## src/rtl/lkvc_pkg.sv

```systemverilog
// Shared types and constants for the LRU key/value cache.
`default_nettype none
package lkvc_pkg;

  localparam int KEY_PORT_W   = 32;
  localparam int DATA_W       = 32;
  localparam int CAP_W        = 5;
  localparam int ENTRIES_DEF  = 16;
  localparam int KEY_BITS_DEF = 32;
  localparam int PADDR_W      = 3;
  localparam int PDATA_W      = 32;

  localparam logic [CAP_W-1:0] CAP_RESET = 5'd16;

  // word index of each configuration register
  localparam logic REG_CAPACITY = 1'b0;

  typedef enum logic {
    CMD_GET = 1'b0,
    CMD_PUT = 1'b1
  } cmd_code_t;

  typedef struct packed {
    cmd_code_t               command;
    logic [KEY_PORT_W-1:0]   lookup_key;
    logic signed [DATA_W-1:0] write_value;
  } cmd_t;

  typedef struct packed {
    logic                     hit;
    logic signed [DATA_W-1:0] read_value;
    logic                     evicted;
    logic [KEY_PORT_W-1:0]    evicted_key;
  } res_t;

endpackage
`default_nettype wire

```

## src/rtl/lkvc_cfg.sv

```systemverilog
// APB-style register block holding the capacity limit.
`default_nettype none
module lkvc_cfg
  import lkvc_pkg::*;
(
  input  wire logic               clk,
  input  wire logic               rst_n,
  input  wire logic               psel,
  input  wire logic               penable,
  input  wire logic               pwrite,
  input  wire logic [PADDR_W-1:0] paddr,
  input  wire logic [PDATA_W-1:0] pwdata,
  output logic      [PDATA_W-1:0] prdata,
  output logic                    pready,
  output logic      [CAP_W-1:0]   capacity
);

  logic [CAP_W-1:0] cap_r;
  logic             wr_en;

  assign pready = 1'b1;
  assign wr_en  = psel && penable && pwrite && pready;

  always_ff @(posedge clk) begin
    if (!rst_n) begin
      cap_r <= CAP_RESET;
    end else if (wr_en && (paddr[2] == REG_CAPACITY)) begin
      cap_r <= pwdata[CAP_W-1:0];
    end
  end

  always_comb begin
    prdata = '0;
    if (paddr[2] == REG_CAPACITY) begin
      prdata = PDATA_W'(cap_r);
    end
  end

  assign capacity = cap_r;

endmodule
`default_nettype wire

```

## src/rtl/lkvc_in_stage.sv

```systemverilog
// Input register: captures one command and holds it until the core takes it.
`default_nettype none
module lkvc_in_stage
  import lkvc_pkg::*;
(
  input  wire logic clk,
  input  wire logic rst_n,
  input  wire logic in_valid,
  output logic      in_ready,
  input  wire cmd_t in_cmd,
  input  wire logic advance,
  output logic      stage_valid,
  output cmd_t      stage_cmd
);

  logic v_r;
  cmd_t cmd_r;

  assign in_ready = !v_r || advance;

  always_ff @(posedge clk) begin
    if (!rst_n) begin
      v_r <= 1'b0;
    end else if (in_ready) begin
      v_r <= in_valid;
    end
  end

  always_ff @(posedge clk) begin
    if (in_valid && in_ready) begin
      cmd_r <= in_cmd;
    end
  end

  assign stage_valid = v_r;
  assign stage_cmd   = cmd_r;

endmodule
`default_nettype wire

```

## src/rtl/lkvc_core.sv

```systemverilog
// Entry store with parallel key match, rank aging and replacement choice.
`default_nettype none
module lkvc_core
  import lkvc_pkg::*;
#(
  parameter int ENTRIES  = ENTRIES_DEF,
  parameter int KEY_BITS = KEY_BITS_DEF
) (
  input  wire logic             clk,
  input  wire logic             rst_n,
  input  wire logic [CAP_W-1:0] capacity,
  input  wire logic             fire,
  input  wire cmd_t             cmd,
  output res_t                  res
);

  localparam int KW = (KEY_BITS < KEY_PORT_W) ? KEY_BITS : KEY_PORT_W;
  localparam int RW = (ENTRIES > 1) ? $clog2(ENTRIES) : 1;
  localparam int IW = RW;
  localparam int CW = $clog2(ENTRIES + 1);
  localparam int EW = (CW > CAP_W) ? CW : CAP_W;

  logic [ENTRIES-1:0]       valid_r;
  logic [KW-1:0]            key_r  [ENTRIES];
  logic [DATA_W-1:0]        val_r  [ENTRIES];
  logic [RW-1:0]            rank_r [ENTRIES];
  logic [CW-1:0]            occ_r;

  logic [KW-1:0]      key;
  logic               is_put;
  logic [ENTRIES-1:0] match;
  logic [ENTRIES-1:0] victim;
  logic [ENTRIES-1:0] fresh;
  logic [ENTRIES-1:0] sel;
  logic               hit;
  logic [DATA_W-1:0]  m_val;
  logic [RW-1:0]      m_rank;
  logic [KW-1:0]      v_key;
  logic [EW-1:0]      cap_e;
  logic [EW-1:0]      eff_cap;
  logic               full;
  logic [CW-1:0]      occ_m1;
  logic [CW-1:0]      age_limit;
  logic               do_update;
  logic               do_insert;
  logic               do_evict;

  assign key    = cmd.lookup_key[KW-1:0];
  assign is_put = (cmd.command == CMD_PUT);
  assign occ_m1 = occ_r - CW'(1);

  // clamp capacity into 1..ENTRIES
  always_comb begin
    cap_e = EW'(capacity);
    if (cap_e == '0) begin
      eff_cap = EW'(1);
    end else if (cap_e > EW'(ENTRIES)) begin
      eff_cap = EW'(ENTRIES);
    end else begin
      eff_cap = cap_e;
    end
  end

  assign full = (EW'(occ_r) >= eff_cap);

  // Entries fill in index order and never leave, so the free slot is at occ_r
  // and the LRU entry holds rank occ_r - 1.
  always_comb begin
    m_val  = '0;
    m_rank = '0;
    v_key  = '0;
    for (int i = 0; i < ENTRIES; i++) begin
      match[i]  = valid_r[i] && (key_r[i] == key);
      victim[i] = valid_r[i] && (CW'(rank_r[i]) == occ_m1);
      fresh[i]  = (IW'(i) == occ_r[IW-1:0]);
      m_val     = m_val  | ({DATA_W{match[i]}} & val_r[i]);
      m_rank    = m_rank | ({RW{match[i]}} & rank_r[i]);
      v_key     = v_key  | ({KW{victim[i]}} & key_r[i]);
    end
  end

  assign hit       = |match;
  assign do_update = fire && (hit || is_put);
  assign do_evict  = fire && is_put && !hit && full;
  assign do_insert = fire && is_put && !hit && !full;

  always_comb begin
    if (hit) begin
      sel       = match;
      age_limit = CW'(m_rank);
    end else if (full) begin
      sel       = victim;
      age_limit = occ_m1;
    end else begin
      sel       = fresh;
      age_limit = occ_r;
    end
  end

  always_ff @(posedge clk) begin
    if (!rst_n) begin
      valid_r <= '0;
      occ_r   <= '0;
    end else begin
      if (do_update) begin
        valid_r <= valid_r | sel;
      end
      if (do_insert) begin
        occ_r <= occ_r + CW'(1);
      end
    end
  end

  always_ff @(posedge clk) begin
    for (int i = 0; i < ENTRIES; i++) begin
      if (do_update) begin
        if (sel[i]) begin
          rank_r[i] <= '0;
          if (is_put) begin
            key_r[i] <= key;
            val_r[i] <= cmd.write_value;
          end
        end else if (valid_r[i] && (CW'(rank_r[i]) < age_limit)) begin
          rank_r[i] <= rank_r[i] + RW'(1);
        end
      end
    end
  end

  always_comb begin
    res.hit         = hit;
    res.read_value  = (hit && !is_put) ? m_val : '0;
    res.evicted     = is_put && !hit && full;
    res.evicted_key = (is_put && !hit && full) ? KEY_PORT_W'(v_key) : '0;
  end

`ifndef SYNTHESIS
  a_match_unique: assert property (@(posedge clk) disable iff (!rst_n)
    fire |-> $onehot0(match))
    else $error("key matches more than one entry");

  a_victim_one: assert property (@(posedge clk) disable iff (!rst_n)
    do_evict |-> $onehot(victim))
    else $error("no single least recent entry at eviction");

  a_insert_count: assert property (@(posedge clk) disable iff (!rst_n)
    do_insert |=> (occ_r == $past(occ_r) + CW'(1)))
    else $error("occupancy did not advance on insert");

  a_hit_count: assert property (@(posedge clk) disable iff (!rst_n)
    (fire && hit) |=> $stable(occ_r))
    else $error("occupancy changed on a hit");

  a_occ_valid: assert property (@(posedge clk) disable iff (!rst_n)
    fire |-> ($countones(valid_r) == int'(occ_r)))
    else $error("valid marks disagree with occupancy");
`endif

endmodule
`default_nettype wire

```

## src/rtl/lkvc_out_stage.sv

```systemverilog
// Result register: holds one result until the consumer takes it.
`default_nettype none
module lkvc_out_stage
  import lkvc_pkg::*;
(
  input  wire logic clk,
  input  wire logic rst_n,
  input  wire logic load,
  input  wire res_t res_in,
  output logic      can_load,
  output logic      out_valid,
  input  wire logic out_ready,
  output res_t      res_out
);

  logic v_r;
  res_t res_r;

  assign can_load = !v_r || out_ready;

  always_ff @(posedge clk) begin
    if (!rst_n) begin
      v_r <= 1'b0;
    end else if (can_load) begin
      v_r <= load;
    end
  end

  always_ff @(posedge clk) begin
    if (load) begin
      res_r <= res_in;
    end
  end

  assign out_valid = v_r;
  assign res_out   = res_r;

endmodule
`default_nettype wire

```

## src/rtl/lru_key_value_cache.sv

```systemverilog
// Top level of the fully associative key/value cache with LRU replacement.
`default_nettype none
// Fully associative key/value cache, up to ENTRIES pairs, least-recently-used
// replacement. Each command (get or put) is captured in an input register,
// matched against every valid entry at once, and its result is loaded into an
// output register at the same edge that updates the entry state, so the next
// command sees it. Throughput is one command per clock while the result side
// does not stall; the input and result registers sit around the single
// compare/age/replace pass. The input side keeps taking commands while a
// result waits, until both registers are full. Entries fill in index order
// and recency is one rank per entry (0 is most recent). The capacity
// register (word 0) limits occupancy, clamped into 1..ENTRIES; lowering it
// below the current fill makes every new-key put evict without ever
// shrinking the fill. Only valid marks and the fill count are reset, so there
// is no clearing pass: the block is ready right after reset. Keys are
// truncated to KEY_BITS on entry and zero-extended on output.
module lru_key_value_cache
  import lkvc_pkg::*;
#(
  parameter int ENTRIES  = ENTRIES_DEF,
  parameter int KEY_BITS = KEY_BITS_DEF
) (
  input  wire logic                     clk,
  input  wire logic                     rst_n,
  // command channel
  input  wire logic                     in_valid,
  output logic                          in_ready,
  input  wire logic                     in_command,
  input  wire logic [KEY_PORT_W-1:0]    in_lookup_key,
  input  wire logic signed [DATA_W-1:0] in_write_value,
  // result channel
  output logic                          out_valid,
  input  wire logic                     out_ready,
  output logic                          out_hit,
  output logic signed [DATA_W-1:0]      out_read_value,
  output logic                          out_evicted,
  output logic [KEY_PORT_W-1:0]         out_evicted_key,
  // configuration port
  input  wire logic                     psel,
  input  wire logic                     penable,
  input  wire logic                     pwrite,
  input  wire logic [PADDR_W-1:0]       paddr,
  input  wire logic [PDATA_W-1:0]       pwdata,
  output logic      [PDATA_W-1:0]       prdata,
  output logic                          pready
);

  logic             stage_valid;
  cmd_t             in_cmd;
  cmd_t             stage_cmd;
  res_t             core_res;
  res_t             out_res;
  logic             can_load;
  logic             advance;
  logic [CAP_W-1:0] capacity;

  // pack the command fields for the input register
  always_comb begin
    in_cmd.command     = cmd_code_t'(in_command);
    in_cmd.lookup_key  = in_lookup_key;
    in_cmd.write_value = in_write_value;
  end

  // advance the held command when the result register has room
  assign advance = stage_valid && can_load;

  lkvc_cfg u_cfg (
    .clk      (clk),
    .rst_n    (rst_n),
    .psel     (psel),
    .penable  (penable),
    .pwrite   (pwrite),
    .paddr    (paddr),
    .pwdata   (pwdata),
    .prdata   (prdata),
    .pready   (pready),
    .capacity (capacity)
  );

  lkvc_in_stage u_in (
    .clk         (clk),
    .rst_n       (rst_n),
    .in_valid    (in_valid),
    .in_ready    (in_ready),
    .in_cmd      (in_cmd),
    .advance     (advance),
    .stage_valid (stage_valid),
    .stage_cmd   (stage_cmd)
  );

  lkvc_core #(
    .ENTRIES  (ENTRIES),
    .KEY_BITS (KEY_BITS)
  ) u_core (
    .clk      (clk),
    .rst_n    (rst_n),
    .capacity (capacity),
    .fire     (advance),
    .cmd      (stage_cmd),
    .res      (core_res)
  );

  lkvc_out_stage u_out (
    .clk       (clk),
    .rst_n     (rst_n),
    .load      (advance),
    .res_in    (core_res),
    .can_load  (can_load),
    .out_valid (out_valid),
    .out_ready (out_ready),
    .res_out   (out_res)
  );

  // drive the result fields from the result register
  assign out_hit         = out_res.hit;
  assign out_read_value  = out_res.read_value;
  assign out_evicted     = out_res.evicted;
  assign out_evicted_key = out_res.evicted_key;

endmodule
`default_nettype wire
```

## config.mk

```make
export PLATFORM = sky130hd
export DESIGN_NAME = lru_key_value_cache
export DESIGN_NICKNAME = d
export VERILOG_FILES = /design/src/rtl/lkvc_pkg.sv /design/src/rtl/lkvc_cfg.sv /design/src/rtl/lkvc_in_stage.sv /design/src/rtl/lkvc_core.sv /design/src/rtl/lkvc_out_stage.sv /design/src/rtl/lru_key_value_cache.sv
export SDC_FILE = /design/constraint.sdc
export NUM_CORES = 2
export LEC_CHECK = 0
export BUFFER_PORTS_ARGS = -buffer_cell sky130_fd_sc_hd__buf_2
export CORE_MARGIN = 3
export CORE_UTILIZATION = 40
export DETAILED_ROUTE_END_ITERATION = 6
export GPL_ROUTABILITY_DRIVEN = 0
export GPL_TIMING_DRIVEN = 0
export PLACE_DENSITY = 0.59
export SYNTH_ARGS = -nofsm -noshare
export SYNTH_HDL_FRONTEND = slang
export SYNTH_HIERARCHICAL = 1
export SYNTH_SLANG_ARGS = --single-unit
```

## constraint.sdc

```tcl
create_clock -name clk -period 18.6 [get_ports clk]
set_input_delay 1.86 -clock clk [delete_from_list [all_inputs] [get_ports clk]]
set_output_delay 1.86 -clock clk [all_outputs]
set_load 0.01 [all_outputs]
```

==> results.md <==
Clock network:
- The number of buffers inserted by post-CTS setup repair is 0.
- At the later pin of the worst-skew pair, clock insertion delay measures 800 ps.
- Buffers inserted during clock tree synthesis total 139.
- The clock passes through at most 3 buffers.
- After clock tree synthesis, the clock-pin slew on the worst setup and hold paths is 60 ps.
- The number of instances resized during post-cts repair is 0.
- The H-tree depth is 4.
- The tree built by TritonCTS fans out to 1247 sinks.
- The clock tree root driver cell is clkbuf_16.
- The number of hold buffers added after cts is 0.
- The TritonCTS clock tree is done.

Place:
- Once detailed placement completed, the half-perimeter wirelength came to 159000 microns.
- Once placement finished, the instance area stood at 59400 sq um.
- Port buffering added 150 buffers.

Route:
- The met1 routed wirelength after detailed routing is 84800 microns.
- The met2 routed wirelength is 91600 microns.
- After detailed routing, the average wire length per cell comes to 38.7 microns.
- The uppermost signal routing layer after detailed routing is met5.
- Summed over all layers, the routed wires come to 231000 microns.
- The met3 wire length is 38400 microns.
- For this run, design rule violations remaining after detail routing come to 2.
- The detailed-route via count is 39502.
- The first detailed-routing pass took 7 iterations.
- For this block, the initial DRC count from the detailed router was 7117.
- Once detail routing completed, the nets flagged for antenna violations numbered 0.
- The number of vias per cell after detailed routing is 6.62.

Yosys:
- The cell with the most instances after synthesis is edfxtp_1.
- The synthesis warning total is 6.
- The count of flip-flops with a built-in enable after synthesis is 1219.
- The average size of a mapped cell is 14.8 sq um.
- After synthesis, the cell types taking the most area are edfxtp_1, xnor2_1, a22oi_1, a221oi_1, a22o_1.
- The cell area after technology mapping is 54500 sq um.
- After technology mapping, the gate count stands at 3676.
- The proportion of synthesized flip-flops having asynchronous set or reset is 0.
- The leading register cell type out of synthesis is edfxtp_1.
- Of the post-synthesis cell area, the dominant cell type holds 0.671.
- The synthesized flop and latch total is 1247.
- The cell type with the highest aggregate area in the netlist is edfxtp_1.
- Ranked by instance count, the synthesized netlist is headed by edfxtp_1, xnor2_1, a22oi_1.
- The count of distinct cell types in the synthesized netlist is 69.
- The share of synthesized area occupied by flip-flops and latches is 0.681.

Status:
- The run finished, with violations left.
- The final reports fail on design-rule violations, max-capacitance violations, max-slew violations.

Setup path:
- For the worst setup path, the data arrival time is 9700 ps.
- The endpoint of the worst register-to-register path is u_core/rank_r[1][7]$_SDFFCE_PN0P_.
- The startpoint of the lowest-slack register-to-register path is u_in/stage_cmd[38]$_DFFE_PP_.
- The worst setup path is captured at a flop.
- The maximum fanout encountered on the critical timing path is 17.
- STA classifies the critical path startpoint as a flop.
- Across all register-to-register paths, the minimum setup slack is 9330 ps.
- For the worst setup path, the data required time is 19030 ps.
- The worst stage delay on the critical path is 1100 ps.
- The worst-case reg-to-reg path depth is 19.
- The category of the critical setup timing path is reg -> reg.
- For this design, the slowest cell found on the critical path is nor4_1.
- The signal on the critical path passes through buf_2 -> buf_4 -> xnor2_1 -> nand4_1 -> nor4_1 -> and3_1 -> buf_2 -> buf_1 -> buf_1 -> a22oi_1 -> nand4_1 -> nand4b_1 -> o21ai_2 -> buf_16 -> ha_1 -> or3b_2 -> a2111oi_0 -> nor3_2 -> a21oi_1.

Finish:
- The total non-filler cell area in the finished layout is 64000 sq um.
- For this run, the share of the core covered by cells in the final layout is 0.476.
- The number of nets in the layout is 4237.
- Of the cells placed in the final design, the portion with a size suffix greater than 1 is 0.149.
- The area growth from synthesis to final layout is 17.3%.
- The layout filler cell count is 11676.

Timing:
- The worst clock skew is 38.1 ps.
- Setup repair after global routing left no endpoint under its margin.
- The count of final hold-check violations came to 0.
- Hold timing on the final database bottoms out at a slack of 485 ps.
- Measured against its own limit, the worst slew margin works out to -0.180.
- The final number of setup-violating endpoints is 0.
- For the pin with the worst max-slew slack, the measured transition is 1770 ps.
- For this run, the top clock speed supported by timing is 108 MHz.
- Dividing the final minimum period by the clock period gives 0.498.
- The number of pins exceeding their max-slew limit in the final report is 229.
- Setup total negative slack on the finished layout was measured at 0 ps.
- The shortest period the worst path allows is 9270 ps.

Pwr:
- The switching share of total power is 0.227.
- Internal power comes to 0.00481 W.
- The share of total power dissipated in the clock network is 0.445.
- The switching power is 0.00141 W.
- The share of total power dissipated in sequential elements is 0.508.
- The total power after layout is 0.00623 W.
- In this run the power density over the cells is 97.3 nW/um^2.
- The combinational fraction of design power is 0.047.
- Across the VDD grid, the largest voltage drop is 0.0732 mV.
- The leakage power is 20.1 nW.

GRT:
- The first global-routing pass estimated 306000 microns of wire.
- The total congestion overflow after global routing is 0.
- The number of global-route vias before repair was 35618.
- In the global route stage, overall resource usage came out at 0.319.
- The initial antenna violation count is 23.
- Entering global routing, the biggest net connects 66 pins.

Hold path:
- The instance count along the most critical hold path is 2.
- In this run the worst hold path is classified as reg -> reg.
- The startpoint of the worst hold path is u_cfg/capacity[0]$_SDFFE_PN0P_.
- The destination of the worst hold path is u_cfg/capacity[0]$_SDFFE_PN0P_.

Job:
- The max-cap violation count is 24.

Die:
- The die covers 141000 sq um.
- After floorplanning, the core was sized to cover 134000 sq um.
- The floorplan step set the die height to 375 microns.
- The die is 375 microns wide.
- The initialized floorplan defines 134 standard-cell rows.
- During I/O placement, the number of pins put on the boundary was 208.
- The starting density of the core is 0.406.
[stage by stage]
step / setup slack, ps / std cells
2_1_floorplan: 11020 / 3702
3_3_place_gp: 3040 / 5620
3_5_place_dp: 9920 / 5698
4_1_cts: 9890 / 5945
5_1_grt: 9440 / 5947
6_report: 9330 / 5963
[cells in the final DEF, fill, tap and decap left out, drive strengths merged, types with 14 or more instances in the layout]
| cell | instances |
|---|---|
| edfxtp | 1219 |
| xnor2 | 503 |
| buf | 366 |
| clkbuf | 270 |
| a22oi | 204 |
| a221oi | 163 |
| a22o | 161 |
| nand4 | 149 |
| nand3 | 128 |
| nor2 | 126 |
| xor2 | 107 |
| nor3 | 94 |
| clkinv | 59 |
| ha | 57 |
| inv | 57 |
| and3 | 49 |
| nor4 | 43 |
| nand2 | 42 |
| o21ai | 34 |
| a31oi | 32 |
| a21oi | 31 |
| conb | 28 |
| dfxtp | 28 |
| nand2b | 24 |
| o21a | 19 |
| a21boi | 19 |
| diode | 16 |
| bufinv | 14 |
[power by group through the flow]
stage	logic, W	clock network [W]	registers, W
2_1_floorplan	0.000144	0	0.00321
3_3_place_gp	0.000264	0	0.00322
3_5_place_dp	0.000271	0	0.00322
4_1_cts	0.000273	0.00280	0.00316
5_1_grt	0.000291	0.00292	0.00317
6_report	0.000292	0.00277	0.00316
[flip-flops by register name, summed over array words and instances, names as in the netlist]
name / count
u_core/valid_r: 16
u_out/res_out: 66
u_core/key_r: 512
u_core/occ_r: 5
u_core/val_r: 512
u_in/stage_cmd: 65
u_out/out_valid: 1
u_in/stage_valid: 1
u_cfg/capacity: 5
u_core/rank_r: 64
[final cells by class]
cell class	instances	area, sq um	area share
flip-flops and latches	1247	37200	0.581
multi-input cells	2161	16300	0.255
clock buffers	162	3650	0.0570
repair buffers	230	2330	0.0364
well taps	1768	2210	0.0346
plain buffers	244	1220	0.0191
clock inverters	85	883	0.0138
inverters	50	188	0.00293
diodes	16	40.0	0.000626
[worst max-delay path by stage]
stage | startpoint | to | slack (ps) | cells past startpoint
3_5_place_dp | u_in/stage_cmd[55]$_DFFE_PP_ | u_core/rank_r[0][19]$_SDFFCE_PN0P_ | 9920 | 18
2_1_floorplan | out_ready | u_core/key_r[0][192]$_DFFE_PP_ | 11020 | 6
5_1_grt | u_in/stage_cmd[38]$_DFFE_PP_ | u_core/rank_r[0][16]$_SDFFCE_PN0P_ | 9440 | 19
6_report | u_in/stage_cmd[38]$_DFFE_PP_ | u_core/rank_r[1][7]$_SDFFCE_PN0P_ | 9330 | 19
3_3_place_gp | u_core/occ_r[0]$_SDFFE_PN0P_ | u_core/key_r[1][57]$_DFFE_PP_ | 3040 | 14
4_1_cts | u_in/stage_cmd[55]$_DFFE_PP_ | u_core/rank_r[1][14]$_SDFFCE_PN0P_ | 9890 | 18
[cells by family after synthesis]
family / synth area share
AO/OA/AOI/OAI: 0.104
AND/OR/NAND/NOR: 0.0753
other: 0.000138
multiplexers: 0.00259
flip-flops: 0.681
adder cells (fa/ha/maj): 0.0131
XOR/XNOR: 0.0980
buffers and inverters: 0.0257
[worst max-delay path: cells and delay by family, from the launching register on]
family | cells | cell delay, ps
xor+xnor | 1 | 770
compound gates | 4 | 1300
simple gates | 7 | 2760
fa+ha+maj | 1 | 200
buf+inv | 6 | 3180
flops | 1 | 690
[per-layer routing]
metal,GRT usage,vias to the layer above
met1,0.423,19631
met4,0.176,24
li1,-,15275
met2,0.430,3706
met3,0.145,866
met5,0.0189,-
No activity file was read; power rests on OpenSTA's default activity.
